**src/hw/rtl/bamc_pkg.sv**
```systemverilog
// ---------------------------------------------------------------------------
// bamc_pkg
// Shared types, operation codes and elaboration helpers for the bit
// addressed memory copy block.
// ---------------------------------------------------------------------------
`default_nettype none

package bamc_pkg;

  // Fixed field widths of the request and result channels.
  localparam int OP_W      = 2;
  localparam int IN_ADDR_W = 12;
  localparam int COUNT_W   = 13;

  // Width of the reduction step index.
  localparam int STEP_W    = 5;

  // Default store size in bits.
  localparam int STORE_BITS_DEF = 4096;

  // Operation codes.
  localparam logic [OP_W-1:0] OP_READ  = 2'd0;
  localparam logic [OP_W-1:0] OP_WRITE = 2'd1;
  localparam logic [OP_W-1:0] OP_COPY  = 2'd2;
  localparam logic [OP_W-1:0] OP_NONE  = 2'd3;

  // Commands from the controller to the datapath.
  typedef struct packed {
    logic load;       // capture a new request
    logic reduce;     // one compare-and-subtract step of the address wrap
    logic rd_issue;   // read the source and destination bytes
    logic wr_value;   // write the request's bit value
    logic wr_copy;    // write the source bit and step to the next bit
    logic finish;     // load the result register
  } bamc_cmd_t;

  // Status from the datapath to the controller.
  typedef struct packed {
    logic [OP_W-1:0] op;
    logic            red_last;
    logic            cnt_zero;
    logic            cnt_one;
  } bamc_status_t;

  // Number of shifted multiples of the store size that fit in an input
  // address; this many compare-and-subtract steps reduce any input address.
  function automatic int red_steps(input int s);
    int n;
    longint thr;
    n = 0;
    for (int k = 0; k < 21; k++) begin
      thr = longint'(s) << k;
      if (thr <= longint'((1 << IN_ADDR_W) - 1)) n++;
    end
    return n;
  endfunction

  // Width of an internal bit address register.
  function automatic int addr_w(input int s);
    int w;
    w = $clog2(s);
    return (w > IN_ADDR_W) ? w : IN_ADDR_W;
  endfunction

  // Width of a byte index into the store.
  function automatic int byte_w(input int s);
    int d;
    d = (s + 7) / 8;
    return (d > 1) ? $clog2(d) : 1;
  endfunction

endpackage

`default_nettype wire

```
**src/hw/rtl/bamc_ctrl.sv**
```systemverilog
// ---------------------------------------------------------------------------
// bamc_ctrl
// Controller state machine: accepts a request, sequences address wrap,
// byte read or byte read-modify-write per bit and hands the result to the output slot.
// ---------------------------------------------------------------------------
`default_nettype none

module bamc_ctrl #(
  parameter int STORE_BITS = bamc_pkg::STORE_BITS_DEF
) (
  input  wire logic                   clk,
  input  wire logic                   rst_n,
  input  wire logic                   in_valid,
  output logic                        in_stall,
  output logic                        out_valid,
  input  wire logic                   out_stall,
  output bamc_pkg::bamc_cmd_t         cmd,
  input  wire bamc_pkg::bamc_status_t status
);

  localparam int RED_STEPS = bamc_pkg::red_steps(STORE_BITS);

  localparam logic [2:0] ST_IDLE  = 3'd0;
  localparam logic [2:0] ST_SETUP = 3'd1;
  localparam logic [2:0] ST_ISSUE = 3'd2;
  localparam logic [2:0] ST_WRITE = 3'd3;
  localparam logic [2:0] ST_DONE  = 3'd4;

  logic [2:0] state_r, state_nxt;
  logic       out_valid_r, out_valid_nxt;
  logic       slot_free;
  logic       setup_done;

  assign slot_free  = !out_valid_r || !out_stall;
  assign setup_done = (RED_STEPS == 0) || status.red_last;

  // Next state and commands.
  always_comb begin
    state_nxt = state_r;
    cmd       = '0;
    unique case (state_r)
      ST_IDLE: begin
        if (in_valid) begin
          cmd.load  = 1'b1;
          state_nxt = ST_SETUP;
        end
      end
      ST_SETUP: begin
        cmd.reduce = (RED_STEPS > 0);
        if (setup_done) begin
          if (status.op == bamc_pkg::OP_READ || status.op == bamc_pkg::OP_WRITE) begin
            state_nxt = ST_ISSUE;
          end else if (status.op == bamc_pkg::OP_COPY && !status.cnt_zero) begin
            state_nxt = ST_ISSUE;
          end else begin
            state_nxt = ST_DONE;
          end
        end
      end
      ST_ISSUE: begin
        cmd.rd_issue = 1'b1;
        state_nxt    = (status.op == bamc_pkg::OP_READ) ? ST_DONE : ST_WRITE;
      end
      ST_WRITE: begin
        if (status.op == bamc_pkg::OP_COPY) begin
          cmd.wr_copy = 1'b1;
          state_nxt   = status.cnt_one ? ST_DONE : ST_ISSUE;
        end else begin
          cmd.wr_value = 1'b1;
          state_nxt    = ST_DONE;
        end
      end
      ST_DONE: begin
        if (slot_free) begin
          cmd.finish = 1'b1;
          state_nxt  = ST_IDLE;
        end
      end
      default: begin
        state_nxt = ST_IDLE;
      end
    endcase
  end

  // Output slot: filled on finish, emptied when the receiver takes it.
  always_comb begin
    out_valid_nxt = out_valid_r;
    if (out_valid_r && !out_stall) out_valid_nxt = 1'b0;
    if (cmd.finish) out_valid_nxt = 1'b1;
  end

  always_ff @(posedge clk) begin
    if (!rst_n) begin
      state_r     <= ST_IDLE;
      out_valid_r <= 1'b0;
    end else begin
      state_r     <= state_nxt;
      out_valid_r <= out_valid_nxt;
    end
  end

  assign in_stall  = (state_r != ST_IDLE);
  assign out_valid = out_valid_r;

endmodule

`default_nettype wire

```
**config.mk**
```make
export PLATFORM = sky130hd
export DESIGN_NAME = bamc_ctrl
export DESIGN_NICKNAME = d
export VERILOG_FILES = /design/src/hw/rtl/bamc_pkg.sv /design/src/hw/rtl/bamc_ctrl.sv
export SDC_FILE = /design/constraint.sdc
export NUM_CORES = 1
export LEC_CHECK = 0
export BUFFER_PORTS_ARGS = -buffer_cell sky130_fd_sc_hd__buf_4
export CAP_MARGIN = 20
export CELL_PAD_IN_SITES_DETAIL_PLACEMENT = 0
export CELL_PAD_IN_SITES_GLOBAL_PLACEMENT = 1
export CORE_AREA = 2 2 39 41
export DETAILED_ROUTE_END_ITERATION = 6
export DIE_AREA = 0 0 41 43
export PLACE_DENSITY = 0.71
export RECOVER_POWER = 50
export SLEW_MARGIN = 20
export SYNTH_ARGS = -nofsm -noshare
export SYNTH_HDL_FRONTEND = slang
export SYNTH_SLANG_ARGS = --single-unit
```
**constraint.sdc**
```tcl
create_clock -name clk -period 3.1 [get_ports clk]
set_clock_uncertainty 0.15 [all_clocks]
set_input_delay 0.62 -clock clk [delete_from_list [all_inputs] [get_ports clk]]
set_output_delay 0.62 -clock clk [all_outputs]
set_load 0.02 [all_outputs]
```
==> impl_metrics.json, run 1 <==
{
  "reg2reg_slack_ns": 1.74,
  "finalHoldViolations": 0,
  "grt_overflow": 0,
  "dr_total_vias": 291,
  "yosysSeqAreaShare_pct": 26.89,
  "syn_to_final_growth_pct": 35.71,
  "nets": 61,
  "antenna_found_initial": 0,
  "grt_pass1_wl_um": 952,
  "crit_start": "state_r[2]",
  "finalCriticalPeriod_ns": 2.134,
  "holdCritStartpoint": "out_valid",
  "holdPathEnd": "out_valid",
  "coreArea_sq_um": 1384,
  "start_kind": "register",
  "fmaxAchievable_mhz": 468.7,
  "die_x_um": 41,
  "r2r_cells": 3,
  "drtAntennaViolNets": 0,
  "finalWeightedCongestion": 0.7595,
  "clkTransAtPathRegs_ns": 0.03,
  "cts_setup_buffers": 0,
  "drt_drc_violations_left": 0,
  "cts_tree": "yes",
  "critical_path_class": "register to output port",
  "wl_per_cell_um": 9.773,
  "post_cts_resized": 0,
  "ir_worst_vdd_mv": 0.1361,
  "worstHoldPathCells": 2,
  "status": "completed",
  "die_area_sq_um": 1763,
  "layout-drive-gt1-share_pct": 36.00,
  "synth_cells": 36,
  "setup_tns_ns": 0,
  "first_iter_violations": 4,
  "synth_edf_count": 0,
  "r2r_end": "state_r[2]",
  "numCtsBuffers": 3,
  "clk_path_buf_depth": 2,
  "cp.buffers_inverters": 1,
  "grt_pass1_vias": 222,
  "place_ws_ns": 1.225,
  "synth_top_flop_cell": "dfxtp_1",
  "start_util_pct": 21.52,
  "nFillCells": 152,
  "grt_max_degree": 11,
  "cp-end-kind": "output port",
  "cp_cell_sequence": "or3b_1, a21oi_1, buf_4",
  "path_max_fanout": 7,
  "syn_avg_cell_area_sq_um": 8.272,
  "max_cap_violations": 0,
  "antennaDiodeCount": 0,
  "cts_hold_buf": 0,
  "crit_required_ns": 2.33,
  "cts-htree-levels": 1,
  "yosys_warnings": 0,
  "cpPeakStageDelay_ns": 0.42,
  "clock_latency_ns": 0.23,
  "crit_path_top_delay_cell": "or3b_1",
  "rsz0062_at_grt": "no",
  "cts_root_buf": "clkbuf_4",
  "vias_per_cell": 4.409,
  "wirelength_um": 645,
  "pwr_density_cell_nw_per_um2": 400.2,
  "row_count": 14,
  "cts_sinks": 4,
  "io_pins": 17,
  "synth.net_count": 45,
  "ys_ff_latch": 4,
  "fin_crit_sh_pct": 68.83,
  "p_leak_nw": 0.1762,
  "fin_ws_ns": 0.9663,
  "die_height_um": 43,
  "finalSetupViolCount": 0,
  "crit_family": "simple AND/OR/NAND/NOR gates",
  "portBuffers": 14,
  "maxSlewViolCount": 0,
  "dp_hpwl_um": 497.5,
  "firstDrtPassIters": 2,
  "track_usage_pct": 7.631,
  "synthArstFlopShare_pct": 0,
  "hp-class": "register to register",
  "r2r-start": "state_r[2]",
  "holdWs_ns": 0.3949,
  "synth_area_sq_um": 297.8,
  "ys_types": 23,
  "cp.arrival_ns": 1.36
}
==> Yosys cell counts (2+ instances only) <==
cell type / instances / share of area (%)
a21oi_1: 4 / 6.7
dfxtp_1: 4 / 27
nor2_1: 4 / 5.0
buf_4: 2 / 5.0
inv_1: 2 / 2.5
nand3b_1: 2 / 5.0
o21ai_0: 2 / 3.4
==> cell usage in the layout, fill, tap and decap left out, drive strengths merged <==
| cell | instances |
|---|---|
| clkbuf | 5 |
| nand2b | 1 |
| nand2 | 1 |
| or3b | 1 |
| o31a | 1 |
| inv | 2 |
| buf | 12 |
| o21ai | 2 |
| nor2 | 4 |
| a21boi | 1 |
| and3 | 1 |
| o21ba | 1 |
| nor3b | 2 |
| and2 | 1 |
| dfxtp | 4 |
| a21oi | 4 |
| and4bb | 1 |
| nor4b | 1 |
| nand3b | 2 |
| or3 | 1 |
| o22ai | 1 |
| conb | 1 |
==> layer usage <==
layer	GRT usage [%]	vias up	wire, um
li1	-	154	-
met1	10.29	126	320
met2	10.94	9	275
met3	1.571	2	37
met4	4.000	0	12
met5	0	-	0
==> sequential cells by signal, summed over array words and instances, names as in the netlist <==
register,count
state_r,3
out_valid,1
==> worst register-to-register path: stages (launching register included) <==
cell and delay, ns:
dfxtp_1 0.41, or3b_1 0.43, o22ai_2 0.18, o31a_1 0.14
==> per-stage QoR <==
step                      total power, mW  util, %  cells  cell area [sq um]
after floorplan                   0.08561        -     36              297.8
after global placement             0.1021    28.66     63              396.6
after detailed placement           0.1025    28.66     63              396.6
after CTS                          0.1667    30.29     66              419.2
after global routing               0.1719    29.20     66              404.1
final                              0.1617    29.20     66              404.1
==> final cells by class <==
cell class	count	area (sq um)	share of cell area [%]
clock buffer	3	22.52	5.573
inverter	2	7.507	1.858
multi-input combinational	27	176.4	43.65
sequential	4	80.08	19.81
tap	16	20.02	4.954
timing repair buffer	14	97.59	24.15
==> cell families after synthesis <==
logic type      after synthesis  share of synthesized area (%)
simple gates                 16                          37.40
compound gates               10                          23.11
buf+inv                       5                          11.34
flops                         4                          26.89
other cells                   1                          1.259
==> worst max path at each step <==
| stage | end | slack [ns] | depth (start not counted) |
|---|---|---|---|
| final | cmd[0] | 0.97 | 3 |
| after floorplan | cmd[5] | 1.17 | 3 |
| after global placement | cmd[1] | 1.22 | 3 |
| after CTS | cmd[0] | 0.98 | 3 |
| after global routing | cmd[0] | 0.86 | 3 |
| after detailed placement | cmd[1] | 1.22 | 3 |
==> power by group <==
part	switching, mW	leakage, nW	internal, mW
registers	0.00510	0.0326	0.0548
clock network	0.0188	0.0138	0.0431
logic	0.0195	0.130	0.0204
total	0.0434	0.176	0.118
Power figures use the tool's default switching activity.
==> run 2: changes to the inputs <==
PLACE_DENSITY = 0.73   (was 0.71)
clock period = 1.8 ns   (was 3.1 ns; I/O delays follow)
==> impl_metrics.json, run 2 (synthesis results as in run 1) <==
{
  "grt_pass1_vias": 279,
  "clock_latency_ns": 0.23,
  "ir_worst_vdd_mv": 0.1485,
  "row_count": 14,
  "placedCellCount": 64,
  "finalHoldViolations": 0,
  "netSwitchingFraction_pct": 28.37,
  "grt_overflow": 0,
  "cp_cell_sequence": "or3b_4, a21oi_2, buf_4",
  "cts_sinks": 4,
  "antennaDiodeCount": 0,
  "hp-class": "input pin to register",
  "p_comb_share_pct": 29.4,
  "wirelength_um": 741,
  "drt_drc_violations_left": 0,
  "crit_path_top_delay_cell": "or3b_4",
  "firstDrtPassIters": 4,
  "critical_path_class": "register to output port",
  "crit_required_ns": 1.29,
  "max_cap_violations": 0,
  "switchingPower_mw": 0.08590,
  "p_int_mw": 0.2168,
  "die_area_sq_um": 1763,
  "cpPeakStageDelay_ns": 0.41,
  "clk_path_buf_depth": 2,
  "portBuffers": 14,
  "fmaxAchievable_mhz": 557.4,
  "mostFrequentLayoutCell": "buf_4",
  "coreArea_sq_um": 1384,
  "die_x_um": 41,
  "finalSetupViolCount": 0,
  "maxSlewViolCount": 0,
  "track_usage_pct": 9.639,
  "first_iter_violations": 4,
  "cp-end-kind": "output port",
  "clkTransAtPathRegs_ns": 0.04,
  "final_util_pct": 34.27,
  "wl_per_cell_um": 10.74,
  "regMostFlops": "state_r",
  "clock_power_share_pct": 37.1,
  "rsz0062_at_grt": "yes",
  "cts_tree": "yes",
  "dp_hpwl_um": 490.6,
  "nets": 64,
  "p_leak_nw": 0.2069,
  "seq_power_share_pct": 33.5,
  "layout-drive-gt1-share_pct": 58.49,
  "vias_per_cell": 4.681,
  "dr_total_vias": 323,
  "grt_pass1_wl_mm": 1.124,
  "finalCriticalPeriod_ns": 1.794,
  "p_total_mw": 0.3027,
  "syn_to_final_growth_pct": 59.24,
  "start_kind": "register",
  "pwr_density_cell_nw_per_um2": 638.4,
  "largest_register_ffs": 3,
  "finalWeightedCongestion": 0.7156,
  "final_cell_mix": "buf_4 (15), nor2_1 (3), a21oi_1 (3), clkbuf_4 (3)",
  "path_max_fanout": 6,
  "cp.arrival_ns": 1.28,
  "drtAntennaViolNets": 0,
  "cts_root_buf": "clkbuf_4",
  "die_height_um": 43,
  "io_pins": 17,
  "fin_crit_sh_pct": 99.66,
  "numCtsBuffers": 3,
  "start_util_pct": 21.52,
  "status": "completed",
  "final_cells": 69,
  "antenna_found_initial": 0,
  "grt_max_degree": 11,
  "cts-htree-levels": 1
}
## run 2: per-stage QoR
step                worst slack [ns]  instance area, sq um  hold slack [ns]  setup TNS [ns]
global route                -0.01917                 474.2           0.2333        -0.03477
floorplan                     0.1326                 297.8           0.3379               0
detailed placement            0.2234                 404.1           0.3911               0
global placement              0.2288                 404.1           0.3935               0
finish                      0.006098                 474.2           0.2355               0
CTS                         0.005933                 442.9           0.2337               0
## run 2: worst paths after layout
path | cells after the start | slack (ns) | to | start
setup / recovery | 3 | 0.006 | cmd[0] | state_r[1]
hold / removal | 2 | 0.24 | state_r[2] | rst_n
setup reg to reg | 4 | 0.38 | state_r[2] | state_r[1]
hold reg to reg | 2 | 0.39 | state_r[1] | state_r[0]
## run 2: per-layer routing
metal  part of all wire, %  global-route usage (%)
met5                     0                       0
met4                   2.3                   6.000
met1                    41                   10.93
met2                    54                   14.69
met3                   2.4                   3.141
## run 2: power by group through the flow
stage / combinational, mW / clock [mW] / sequential [mW]
global placement: 0.0740 / 0 / 0.103
CTS: 0.0789 / 0.116 / 0.103
floorplan: 0.0468 / 0 / 0.101
global route: 0.0965 / 0.128 / 0.102
finish: 0.0890 / 0.112 / 0.102
detailed placement: 0.0745 / 0 / 0.103
## run 2: layout make-up
type                       instances  area [sq um]
tap                               16         20.02
inverter                           2         7.507
fill                             145         909.6
timing repair buffer              17         135.1
multi-input combinational         27         200.2
sequential                         4         88.84
clock buffer                       3         22.52
## run 2: worst max-delay path: cells and delay by family, from the launching register on
family                 cells  cell delay (ns)
AOI/OAI and AO/OA          1             0.13
buffers and inverters      1             0.16
DFF                        1             0.35
and+or+nand+nor            1             0.41
## run 2: what timing repair did
action | CTS | global route
endpoints found under the setup margin | 2 | 2
buffers inserted | 0 | 2
hold buffers | 0 | 0
pin swaps | 1 | 2
resized for setup | 6 | 5
==> run 3: changes to the inputs <==
CORE_AREA = 3 3 40 42   (was 2 2 39 41)
DIE_AREA = 0 0 43 45   (was 0 0 41 43)
==> impl_metrics.json, run 3 (synthesis results as in run 1) <==
{
  "status": "completed",
  "dr_total_vias": 297,
  "final_cell_mix": "buf_4 (14), nor2_1 (3), a21oi_1 (3), clkbuf_4 (3), dfxtp_4 (3)",
  "worstHoldPathCells": 2,
  "crit_path_top_delay_cell": "or3b_4",
  "seq_power_share_pct": 34.9,
  "cp.buffers_inverters": 1,
  "critical_path_class": "register to output port",
  "crit_family": "simple AND/OR/NAND/NOR gates",
  "netSwitchingFraction_pct": 28.27,
  "finalWeightedCongestion": 0.7108,
  "switchingPower_mw": 0.08245,
  "r2r_end": "state_r[2]",
  "finalCriticalPeriod_ns": 1.777,
  "clk_path_buf_depth": 2,
  "start_kind": "register",
  "dp_hpwl_um": 520.7,
  "nets": 61,
  "finalSetupViolCount": 0,
  "fin_ws_ns": 0.02343,
  "wirelength_um": 683,
  "die_height_um": 45,
  "p_comb_share_pct": 26.3,
  "ir_worst_vdd_mv": 0.2376,
  "regMostFlops": "state_r",
  "drt_drc_violations_left": 0,
  "holdCritStartpoint": "rst_n",
  "final_cell_area_sq_um": 440.4,
  "p_leak_nw": 0.1897,
  "antennaDiodeCount": 0,
  "rsz0062_at_grt": "yes",
  "wl_per_cell_um": 10.51,
  "layout-drive-gt1-share_pct": 56.00,
  "coreArea_sq_um": 1285,
  "row_count": 13,
  "fmaxAchievable_mhz": 562.9,
  "r2r-start": "state_r[0]",
  "fin_crit_sh_pct": 98.70,
  "p_total_mw": 0.2917,
  "finalHoldViolations": 0,
  "vias_per_cell": 4.569,
  "max_cap_violations": 0,
  "cp_cell_sequence": "or3b_4, a21oi_2, buf_4",
  "dpl_cell_area_sq_um": 395.4,
  "antenna_found_initial": 0,
  "numCtsBuffers": 3,
  "setup_tns_ns": 0,
  "largest_register_ffs": 3,
  "placedCellCount": 62,
  "crit_required_ns": 1.29,
  "cpPeakStageDelay_ns": 0.42,
  "hp-class": "input pin to register",
  "io_pins": 17,
  "grt_pass1_wl_mm": 1.083,
  "track_usage_pct": 7.660,
  "path_max_fanout": 8,
  "grt_overflow": 0,
  "p_int_mw": 0.2092,
  "die_area_sq_um": 1935,
  "clkTransAtPathRegs_ns": 0.04,
  "cts_tree": "yes",
  "cts-htree-levels": 1,
  "cp-end-kind": "output port",
  "place_ws_ns": 0.2112,
  "portBuffers": 14,
  "firstDrtPassIters": 4,
  "r2r_cells": 3,
  "holdWs_ns": 0.2250,
  "syn_to_final_growth_pct": 47.90,
  "drtAntennaViolNets": 0,
  "grt_pass1_vias": 264,
  "clock_power_share_pct": 38.7,
  "mostFrequentLayoutCell": "buf_4",
  "first_iter_violations": 2,
  "reg2reg_slack_ns": 0.51,
  "start_util_pct": 23.17,
  "pwr_density_cell_nw_per_um2": 662.3,
  "maxSlewViolCount": 0,
  "clock_latency_ns": 0.23,
  "die_x_um": 43,
  "final_util_pct": 34.27,
  "cp.arrival_ns": 1.27,
  "holdPathEnd": "state_r[2]",
  "grt_max_degree": 11,
  "cts_root_buf": "clkbuf_4",
  "final_cells": 65,
  "cts_sinks": 4
}
==> run 3: worst max-delay path by stage <==
stage | start | end | cells after the start
2_1_floorplan | state_r[1] | cmd[5] | 3
3_3_place_gp | state_r[2] | cmd[0] | 3
3_5_place_dp | state_r[2] | cmd[0] | 3
4_1_cts | state_r[0] | cmd[0] | 3
5_1_grt | state_r[0] | cmd[0] | 3
6_report | state_r[0] | cmd[0] | 3
==> run 3: metal layers <==
metal  wire, um  track usage, %  up-vias
met4          0           7.229        0
met2        315           10.48        9
met1        326           10.12      131
met3         42           1.195        0
met5          0               0        -
li1           -               -      157
==> run 3: final cells by class <==
cell class | count | area (sq um)
Clock buffer | 3 | 22.52
Fill cell | 141 | 844.6
Inverter | 2 | 7.507
Multi-Input combinational cell | 27 | 195.2
Sequential cell | 4 | 91.34
Tap cell | 15 | 18.77
Timing Repair Buffer | 14 | 105.1
==> run 3: power by group through the flow <==
stage	sequential, mW	combinational, mW	clock [mW]
after floorplan	0.101	0.0468	0
after global placement	0.104	0.0719	0
after detailed placement	0.104	0.0726	0
after CTS	0.103	0.0728	0.120
after global routing	0.103	0.0827	0.127
final	0.102	0.0767	0.113
==> run 3: timing repair <==
| item | in CTS | in global routing |
|---|---|---|
| pin swaps | 0 | 1 |
| endpoints found under the hold margin | 0 | 0 |
| setup endpoints to repair | 2 | 2 |
| resized for setup | 3 | 6 |
| hold buffers | 0 | 0 |
| setup buffers | 0 | 0 |
